### config.mk
export PLATFORM = sky130hd
export DESIGN_NAME = double_ended_queue
export DESIGN_NICKNAME = d
export VERILOG_FILES = /design/src/rtl/deq_pkg.sv /design/src/rtl/deq_store.sv /design/src/rtl/double_ended_queue.sv
export SDC_FILE = /design/constraint.sdc
export NUM_CORES = 2
export LEC_CHECK = 0
export ABC_CLOCK_PERIOD_IN_PS = 18900
export BUFFER_PORTS_ARGS = -buffer_cell sky130_fd_sc_hd__buf_2
export CAP_MARGIN = 20
export CORE_MARGIN = 2
export CORE_UTILIZATION = 50
export CTS_CLUSTER_DIAMETER = 40
export CTS_CLUSTER_SIZE = 10
export DETAILED_ROUTE_END_ITERATION = 10
export PLACE_DENSITY_LB_ADDON = 0.1
export SLEW_MARGIN = 5
export SYNTH_ARGS = -nofsm -noshare
export SYNTH_HDL_FRONTEND = slang
export SYNTH_SLANG_ARGS = --single-unit
### constraint.sdc
create_clock -name aclk -period 18.9 [get_ports aclk]
set_clock_uncertainty 0.1 [all_clocks]
set_input_delay 3.78 -clock aclk [delete_from_list [all_inputs] [get_ports aclk]]
set_output_delay 3.78 -clock aclk [all_outputs]
set_load 0.005 [all_outputs]
### src/rtl/deq_pkg.sv
`timescale 1ns / 1ps
`default_nettype none
// ----------------------------------------------------------------------------
// deq_pkg
// Shared types and defaults for the double-ended queue.
// ----------------------------------------------------------------------------
package deq_pkg;

    localparam int DEPTH_DEF      = 64;
    localparam int DATA_WIDTH_DEF = 32;

    localparam int OP_W   = 3;
    localparam int POS_W  = 7;
    localparam int VAL_W  = 32;
    localparam int OCC_W  = 7;
    localparam int STAT_W = 2;

    typedef enum logic [OP_W-1:0] {
        OP_PUSH_BACK  = 3'd0,
        OP_PUSH_FRONT = 3'd1,
        OP_POP_BACK   = 3'd2,
        OP_POP_FRONT  = 3'd3,
        OP_READ_AT    = 3'd4,
        OP_INSERT_AT  = 3'd5,
        OP_ERASE_AT   = 3'd6
    } op_t;

    typedef enum logic [STAT_W-1:0] {
        ST_OK    = 2'd0,
        ST_EMPTY = 2'd1,
        ST_FULL  = 2'd2,
        ST_RANGE = 2'd3
    } status_t;

    typedef enum logic [2:0] {
        S_IDLE,
        S_SHIFT_RD,
        S_SHIFT_WR,
        S_INS_WR,
        S_FINISH
    } state_t;

endpackage
`default_nettype wire

### src/rtl/deq_store.sv
`timescale 1ns / 1ps
`default_nettype none
// ----------------------------------------------------------------------------
// deq_store
// Element storage: one write port, one read port with registered read data.
// ----------------------------------------------------------------------------
module deq_store #(
    parameter int DEPTH      = deq_pkg::DEPTH_DEF,
    parameter int DATA_WIDTH = deq_pkg::DATA_WIDTH_DEF,
    localparam int AW        = $clog2(DEPTH)
) (
    input  wire logic                  aclk,
    input  wire logic                  wr_en,
    input  wire logic [AW-1:0]         wr_addr,
    input  wire logic [DATA_WIDTH-1:0] wr_data,
    input  wire logic                  rd_en,
    input  wire logic [AW-1:0]         rd_addr,
    output logic      [DATA_WIDTH-1:0] rd_data
);

    logic [DATA_WIDTH-1:0] mem [DEPTH];

    always_ff @(posedge aclk) begin
        if (wr_en) begin
            mem[wr_addr] <= wr_data;
        end
    end

    always_ff @(posedge aclk) begin
        if (rd_en) begin
            rd_data <= mem[rd_addr];
        end
    end

endmodule
`default_nettype wire

### src/rtl/double_ended_queue.sv
`timescale 1ns / 1ps
`default_nettype none
// ----------------------------------------------------------------------------
// double_ended_queue
// Fixed-capacity deque kept as a ring (head pointer + count) in one RAM.
// Push, pop, read, insert at the back, erase of the last element and error cases go
// from idle straight to the finish state; other inserts and erases first shift elements:
// each shifted element costs one RAM read then one RAM write via the shared slot adder.
// One item at a time; a new item is taken while the last result waits.
// Reset (aresetn, sync): empty queue, head at slot 0; RAM contents not cleared.
// ----------------------------------------------------------------------------
module double_ended_queue #(
    parameter int DEPTH      = deq_pkg::DEPTH_DEF,
    parameter int DATA_WIDTH = deq_pkg::DATA_WIDTH_DEF
) (
    input  wire logic                       aclk,
    input  wire logic                       aresetn,
    input  wire logic                       s_valid,
    output logic                            s_ready,
    input  wire logic [deq_pkg::OP_W-1:0]   s_operation,
    input  wire logic [deq_pkg::POS_W-1:0]  s_position,
    input  wire logic [deq_pkg::VAL_W-1:0]  s_value,
    output logic                            m_valid,
    input  wire logic                       m_ready,
    output logic [deq_pkg::VAL_W-1:0]       m_data_out,
    output logic [deq_pkg::STAT_W-1:0]      m_status,
    output logic [deq_pkg::OCC_W-1:0]       m_occupancy
);

    localparam int AW = $clog2(DEPTH);
    localparam int CW = $clog2(DEPTH + 1);
    localparam int SW = CW + 1;
    localparam int PW = (CW > deq_pkg::POS_W) ? CW : deq_pkg::POS_W;

    deq_pkg::state_t  state_reg, state_next;
    deq_pkg::op_t     op_reg, op_next;
    deq_pkg::status_t status_reg, status_next;
    logic [AW-1:0]    head_reg, head_next;
    logic [CW-1:0]    count_reg, count_next;
    logic [CW-1:0]    idx_reg, idx_next;
    logic [CW-1:0]    pos_reg, pos_next;
    logic [DATA_WIDTH-1:0] val_reg, val_next;
    logic             rd_sel_reg, rd_sel_next;

    logic                        m_valid_reg, m_valid_next;
    logic [deq_pkg::VAL_W-1:0]   m_data_out_reg, m_data_out_next;
    deq_pkg::status_t            m_status_reg, m_status_next;
    logic [deq_pkg::OCC_W-1:0]   m_occupancy_reg, m_occupancy_next;

    logic                  mem_wr_en, mem_rd_en;
    logic [AW-1:0]         mem_wr_addr, mem_rd_addr;
    logic [DATA_WIDTH-1:0] mem_wr_data, mem_rd_data;

    logic [CW-1:0] slot_idx;
    logic [SW-1:0] slot_sum;
    logic [AW-1:0] slot;
    logic [AW-1:0] head_dec, head_inc;
    logic [PW-1:0] pos_w, count_w;
    logic          accept, full, empty;

    // shared ring address unit: slot = (head + idx) mod DEPTH
    assign slot_sum = SW'(head_reg) + SW'(slot_idx);
    assign slot     = (slot_sum >= SW'(DEPTH)) ? AW'(slot_sum - SW'(DEPTH)) : AW'(slot_sum);

    assign head_dec = (head_reg == '0) ? AW'(DEPTH - 1) : head_reg - 1'b1;
    assign head_inc = (head_reg == AW'(DEPTH - 1)) ? '0 : head_reg + 1'b1;

    assign pos_w   = PW'(s_position);
    assign count_w = PW'(count_reg);
    assign full    = (count_reg == CW'(DEPTH));
    assign empty   = (count_reg == '0);

    assign s_ready = (state_reg == deq_pkg::S_IDLE);
    assign accept  = s_valid && s_ready;

    deq_store #(
        .DEPTH      (DEPTH),
        .DATA_WIDTH (DATA_WIDTH)
    ) u_store (
        .aclk    (aclk),
        .wr_en   (mem_wr_en),
        .wr_addr (mem_wr_addr),
        .wr_data (mem_wr_data),
        .rd_en   (mem_rd_en),
        .rd_addr (mem_rd_addr),
        .rd_data (mem_rd_data)
    );

    always_ff @(posedge aclk) begin
        if (!aresetn) begin
            state_reg   <= deq_pkg::S_IDLE;
            head_reg    <= '0;
            count_reg   <= '0;
            m_valid_reg <= 1'b0;
        end else begin
            state_reg   <= state_next;
            head_reg    <= head_next;
            count_reg   <= count_next;
            m_valid_reg <= m_valid_next;
        end
    end

    always_ff @(posedge aclk) begin
        op_reg          <= op_next;
        status_reg      <= status_next;
        idx_reg         <= idx_next;
        pos_reg         <= pos_next;
        val_reg         <= val_next;
        rd_sel_reg      <= rd_sel_next;
        m_data_out_reg  <= m_data_out_next;
        m_status_reg    <= m_status_next;
        m_occupancy_reg <= m_occupancy_next;
    end

    always_comb begin
        state_next       = state_reg;
        op_next          = op_reg;
        status_next      = status_reg;
        head_next        = head_reg;
        count_next       = count_reg;
        idx_next         = idx_reg;
        pos_next         = pos_reg;
        val_next         = val_reg;
        rd_sel_next      = rd_sel_reg;
        m_valid_next     = m_valid_reg && !m_ready;
        m_data_out_next  = m_data_out_reg;
        m_status_next    = m_status_reg;
        m_occupancy_next = m_occupancy_reg;
        slot_idx         = idx_reg;
        mem_wr_en        = 1'b0;
        mem_rd_en        = 1'b0;
        mem_wr_addr      = slot;
        mem_rd_addr      = slot;
        mem_wr_data      = val_reg;

        unique case (state_reg)
            deq_pkg::S_IDLE: begin
                if (accept) begin
                    op_next     = deq_pkg::op_t'(s_operation);
                    pos_next    = CW'(s_position);
                    val_next    = DATA_WIDTH'(s_value);
                    status_next = deq_pkg::ST_OK;
                    rd_sel_next = 1'b0;
                    state_next  = deq_pkg::S_FINISH;
                    mem_wr_data = DATA_WIDTH'(s_value);
                    unique case (deq_pkg::op_t'(s_operation))
                        deq_pkg::OP_PUSH_BACK: begin
                            if (full) begin
                                status_next = deq_pkg::ST_FULL;
                            end else begin
                                slot_idx   = count_reg;
                                mem_wr_en  = 1'b1;
                                count_next = count_reg + 1'b1;
                            end
                        end
                        deq_pkg::OP_PUSH_FRONT: begin
                            if (full) begin
                                status_next = deq_pkg::ST_FULL;
                            end else begin
                                head_next   = head_dec;
                                mem_wr_addr = head_dec;
                                mem_wr_en   = 1'b1;
                                count_next  = count_reg + 1'b1;
                            end
                        end
                        deq_pkg::OP_POP_BACK: begin
                            if (empty) begin
                                status_next = deq_pkg::ST_EMPTY;
                            end else begin
                                slot_idx    = count_reg - 1'b1;
                                mem_rd_en   = 1'b1;
                                rd_sel_next = 1'b1;
                                count_next  = count_reg - 1'b1;
                            end
                        end
                        deq_pkg::OP_POP_FRONT: begin
                            if (empty) begin
                                status_next = deq_pkg::ST_EMPTY;
                            end else begin
                                mem_rd_addr = head_reg;
                                mem_rd_en   = 1'b1;
                                rd_sel_next = 1'b1;
                                head_next   = head_inc;
                                count_next  = count_reg - 1'b1;
                            end
                        end
                        deq_pkg::OP_READ_AT: begin
                            if (empty) begin
                                status_next = deq_pkg::ST_EMPTY;
                            end else if (pos_w >= count_w) begin
                                status_next = deq_pkg::ST_RANGE;
                            end else begin
                                slot_idx    = CW'(s_position);
                                mem_rd_en   = 1'b1;
                                rd_sel_next = 1'b1;
                            end
                        end
                        deq_pkg::OP_INSERT_AT: begin
                            if (full) begin
                                status_next = deq_pkg::ST_FULL;
                            end else if (pos_w > count_w) begin
                                status_next = deq_pkg::ST_RANGE;
                            end else if (pos_w == count_w) begin
                                slot_idx   = CW'(s_position);
                                mem_wr_en  = 1'b1;
                                count_next = count_reg + 1'b1;
                            end else begin
                                idx_next   = count_reg;
                                state_next = deq_pkg::S_SHIFT_RD;
                            end
                        end
                        deq_pkg::OP_ERASE_AT: begin
                            if (pos_w >= count_w) begin
                                status_next = deq_pkg::ST_RANGE;
                            end else if (pos_w == count_w - 1'b1) begin
                                count_next = count_reg - 1'b1;
                            end else begin
                                idx_next   = CW'(s_position);
                                state_next = deq_pkg::S_SHIFT_RD;
                            end
                        end
                        default: begin
                        end
                    endcase
                end
            end
            deq_pkg::S_SHIFT_RD: begin
                // insert moves toward the back, erase toward the front
                slot_idx   = (op_reg == deq_pkg::OP_INSERT_AT) ? idx_reg - 1'b1
                                                               : idx_reg + 1'b1;
                mem_rd_en  = 1'b1;
                state_next = deq_pkg::S_SHIFT_WR;
            end
            deq_pkg::S_SHIFT_WR: begin
                mem_wr_en   = 1'b1;
                mem_wr_data = mem_rd_data;
                if (op_reg == deq_pkg::OP_INSERT_AT) begin
                    idx_next   = idx_reg - 1'b1;
                    state_next = (idx_reg - 1'b1 == pos_reg) ? deq_pkg::S_INS_WR
                                                             : deq_pkg::S_SHIFT_RD;
                end else begin
                    idx_next = idx_reg + 1'b1;
                    if (SW'(idx_reg) + SW'(2) >= SW'(count_reg)) begin
                        count_next = count_reg - 1'b1;
                        state_next = deq_pkg::S_FINISH;
                    end else begin
                        state_next = deq_pkg::S_SHIFT_RD;
                    end
                end
            end
            deq_pkg::S_INS_WR: begin
                slot_idx   = pos_reg;
                mem_wr_en  = 1'b1;
                count_next = count_reg + 1'b1;
                state_next = deq_pkg::S_FINISH;
            end
            deq_pkg::S_FINISH: begin
                if (!m_valid_reg || m_ready) begin
                    m_valid_next     = 1'b1;
                    m_data_out_next  = rd_sel_reg ? deq_pkg::VAL_W'(mem_rd_data) : '0;
                    m_status_next    = status_reg;
                    m_occupancy_next = deq_pkg::OCC_W'(count_reg);
                    state_next       = deq_pkg::S_IDLE;
                end
            end
            default: begin
                state_next = deq_pkg::S_IDLE;
            end
        endcase
    end

    assign m_valid     = m_valid_reg;
    assign m_data_out  = m_data_out_reg;
    assign m_status    = m_status_reg;
    assign m_occupancy = m_occupancy_reg;

    a_count_bound: assert property (@(posedge aclk) disable iff (!aresetn)
        count_reg <= CW'(DEPTH))
        else $error("element count above capacity");

    a_insert_idx: assert property (@(posedge aclk) disable iff (!aresetn)
        (state_reg == deq_pkg::S_SHIFT_RD && op_reg == deq_pkg::OP_INSERT_AT)
        |-> (idx_reg > pos_reg && idx_reg <= count_reg))
        else $error("insert shift index out of bounds");

    a_erase_idx: assert property (@(posedge aclk) disable iff (!aresetn)
        (state_reg == deq_pkg::S_SHIFT_RD && op_reg == deq_pkg::OP_ERASE_AT)
        |-> (SW'(idx_reg) + SW'(1) < SW'(count_reg)))
        else $error("erase shift index out of bounds");

    a_full_occ: assert property (@(posedge aclk) disable iff (!aresetn)
        (m_valid_reg && m_status_reg == deq_pkg::ST_FULL)
        |-> (m_occupancy_reg == deq_pkg::OCC_W'(DEPTH)))
        else $error("full status with queue not full");

    a_empty_occ: assert property (@(posedge aclk) disable iff (!aresetn)
        (m_valid_reg && m_status_reg == deq_pkg::ST_EMPTY) |-> (m_occupancy_reg == '0))
        else $error("empty status with queue not empty");

endmodule
`default_nettype wire

==> run metrics <==
run status finished clean; clock root buffer master sky130_fd_sc_hd__clkbuf_16; shortest clock period the worst path allows after layout 10.64 ns; detailed-router iteration count before antenna repair 8; post-cts repair resize count 0; DRT antenna net count 0; async set-reset flop share out of synthesis 0%; synth top area cells sky130_fd_sc_hd__edfxtp_1 76%, sky130_fd_sc_hd__mux4_2 13%, sky130_fd_sc_hd__a22oi_1 1.0%; hpwl dp 124.4 mm; total of max-cap violations 0; portion of total power attributed to the clock network 40.9%; dominant register cell in the synthesized netlist sky130_fd_sc_hd__edfxtp_1; warning count from the yosys run 0; Setup CP Type in -> reg; maximum resistive drop on vdd 0.07172 mV; number of distinct library cells after synthesis 80; Die Area 175400 um^2; Core Region 171400 um^2; overall fraction of global-route tracks in use 27.71%; maximum root-to-sink buffer count 4; required time at the endpoint of the critical path 19.45 ns; sequential share of power 44.8%; final count of hold timing violations 0; largest stage delay on the critical path 0.84 ns; setup tns final 0 ns; Final Net Count 4580; summed instance area of the synthesized netlist 86010 um^2; number of buffer cells added on primary ports 88; routed vias 44790; element type at the critical path end flip-flop; number of setup buffers added after CTS 0; Top delay family on crit path buffers and inverters; net load switching power 3150 uW; minimum setup slack among reg-to-reg paths 10.32 ns; dominant cell by count in the synthesized netlist sky130_fd_sc_hd__edfxtp_1; Critical path buffers and inverters 7; DRC Markers 0; wire length of the first global-routing pass 338.4 mm; commonest cells in the netlist 2173 x sky130_fd_sc_hd__edfxtp_1, 503 x sky130_fd_sc_hd__mux4_2, 212 x sky130_fd_sc_hd__nand2_1; ratio of routed vias to standard cells 6.435; max FFs per register 2048; cell repeated most along the worst path sky130_fd_sc_hd__buf_4; worst-path maximum fanout 54; post-synthesis to final-layout area growth 15.62%; Worst Max-Slew Pin Slew 1.200 ns; fin crit share 56.28%; Startpoint Class input port; proportion of netlist area held by the largest area contributor 75.86%; Slowest cell on crit path sky130_fd_sc_hd__buf_4; number of levels in the clock H-tree 5; sequential cell area fraction in the yosys report 76.26%; initial antenna violation count 4; leakage power 0.03170 uW; count of pins over their slew limit 0; Routed wire per std cell 34.66 um; initial detailed-routing violation count 5829; number of instances in the synthesized netlist 4175; vias in the first global route 44590; kind of path behind the tightest hold check reg -> reg; WL final 241.2 mm; leading area contributor after synthesis sky130_fd_sc_hd__edfxtp_1; maximum number of pins on one net before global-route repair 119; Worst Path Arrival 11.19 ns; maximum operating frequency 0.09402 GHz; Overflow after GRT 0; RSZ-0062 raised after global routing false; ratio of cells with drive above 1 in the final layout 28.27%; FF+latch count, synth 2190; number of rows in the core area 152; Post-Synthesis Net Count 4251; RD Place Congestion 0.9044; number of synthesized flops with an enable pin 2173; Avg Inst Size Synth 20.60 um^2; logic gate share of total power 14.3%; clock tree sinks 2190; top register by number of flip-flops u_store.mem; number of hold buffers added after CTS 0; cell-internal power 9510 uW; final-report setup violation count 0; Starting Density 50.20%; clock insertion delay at the later pin of the skew report 0.92 ns; cells along the critical path buf_2, or4b_2, buf_4, inv_2, buf_4, and3_1, nand2_1, o21ai_0, a22oi_1, ha_1, xnor2_1, a21o_4, buf_4, buf_4, nor3_2, buf_4, a22oi_1, nand4_1, mux2_2; clock input transition at the sequential cells of the worst setup and hold paths 0.05 ns; die extent in x 418.8 um; number of I/O pins 89; number of clock buffers inserted by TritonCTS 306; Worst Hold Margin 0.3256 ns; power per cell area 127.3 nW/um^2; clock tree from TritonCTS done; switching power as a share of total power 24.88%; die height 418.8 um; Max-slew headroom 19.23%
[layer usage]
| layer | share of wire, % | vias to the layer above | global-route usage, % |
|---|---|---|---|
| met5 | 0 | - | 0 |
| met4 | 2.9 | 0 | 8.107 |
| met3 | 8.7 | 366 | 5.904 |
| met2 | 48 | 2152 | 44.02 |
| met1 | 40 | 24090 | 39.02 |
| li1 | - | 18180 | - |
[area by class of cell]
cell class / instances / area, um^2
fill: 12480 / 71910
tap: 2310 / 2890
antenna: 9 / 22.52
clock inverter: 102 / 1020
clock buffer: 343 / 7955
timing repair buffer: 253 / 1749
sequential: 2190 / 65590
inverter: 26 / 97.59
multi-input combinational: 1727 / 20120
[per-stage QoR]
step	utilization (%)	worst slack, ns	cell area, um^2	total power, uW	cells
3_3_place_gp	52.77	7.318	90430	7562	6504
4_1_cts	58.02	8.248	99420	12740	6951
5_1_grt	58.03	7.852	99430	13040	6954
2_1_floorplan	-	8.729	86010	6914	4175
6_report	58.03	8.264	99450	12660	6960
3_5_place_dp	52.78	7.296	90450	7585	6506
[kinds of logic after synthesis]
group / count (synthesis) / synth area share [%]
xor gates and xnor gates: 39 / 0.4131
buffers and inverters: 258 / 1.468
and+or+nand+nor: 580 / 3.315
AOI/OAI and AO/OA: 476 / 3.730
muxes: 602 / 14.37
adders and majority gates: 30 / 0.4451
DFF: 2190 / 76.26
[power by group through the flow]
stage | logic, uW | clock network [uW] | registers, uW
floorplan | 1120 | 0 | 5790
global placement | 1790 | 0 | 5770
detailed placement | 1820 | 0 | 5770
CTS | 1820 | 5250 | 5670
global route | 1910 | 5460 | 5670
finish | 1810 | 5180 | 5670
[cells in the final DEF, fill, tap and decap left out, types with 23 or more instances in the layout]
cell type / count
sky130_fd_sc_hd__mux2i_1: 64
sky130_fd_sc_hd__mux2_2: 33
sky130_fd_sc_hd__and2_1: 44
sky130_fd_sc_hd__clkbuf_1: 29
sky130_fd_sc_hd__nand2_1: 209
sky130_fd_sc_hd__ha_1: 29
sky130_fd_sc_hd__nor2_1: 51
sky130_fd_sc_hd__nand3_1: 29
sky130_fd_sc_hd__nand4_1: 44
sky130_fd_sc_hd__clkinv_1: 41
sky130_fd_sc_hd__mux4_2: 503
sky130_fd_sc_hd__nor2_4: 32
sky130_fd_sc_hd__xnor2_1: 30
sky130_fd_sc_hd__inv_1: 23
sky130_fd_sc_hd__a22oi_1: 119
sky130_fd_sc_hd__edfxtp_1: 2173
sky130_fd_sc_hd__o22ai_1: 122
sky130_fd_sc_hd__a21oi_1: 51
sky130_fd_sc_hd__nor4_1: 29
sky130_fd_sc_hd__clkbuf_16: 313
sky130_fd_sc_hd__buf_4: 157
sky130_fd_sc_hd__o21ai_4: 29
sky130_fd_sc_hd__o21ai_0: 41
sky130_fd_sc_hd__buf_2: 90
[worst paths after layout]
| check | startpoint | to | cells after the start |
|---|---|---|---|
| min | status_reg[0]$_DFFE_PP_ | m_status[0]$_DFFE_PP_ | 0 |
| max reg2reg | count_reg[1]$_SDFFE_PN0P_ | u_store.rd_data[12]$_DFFE_PP_ | 19 |
| max | s_valid | u_store.rd_data[12]$_DFFE_PP_ | 19 |
| min reg2reg | status_reg[0]$_DFFE_PP_ | m_status[0]$_DFFE_PP_ | 0 |
Power figures use the tool's default switching activity.
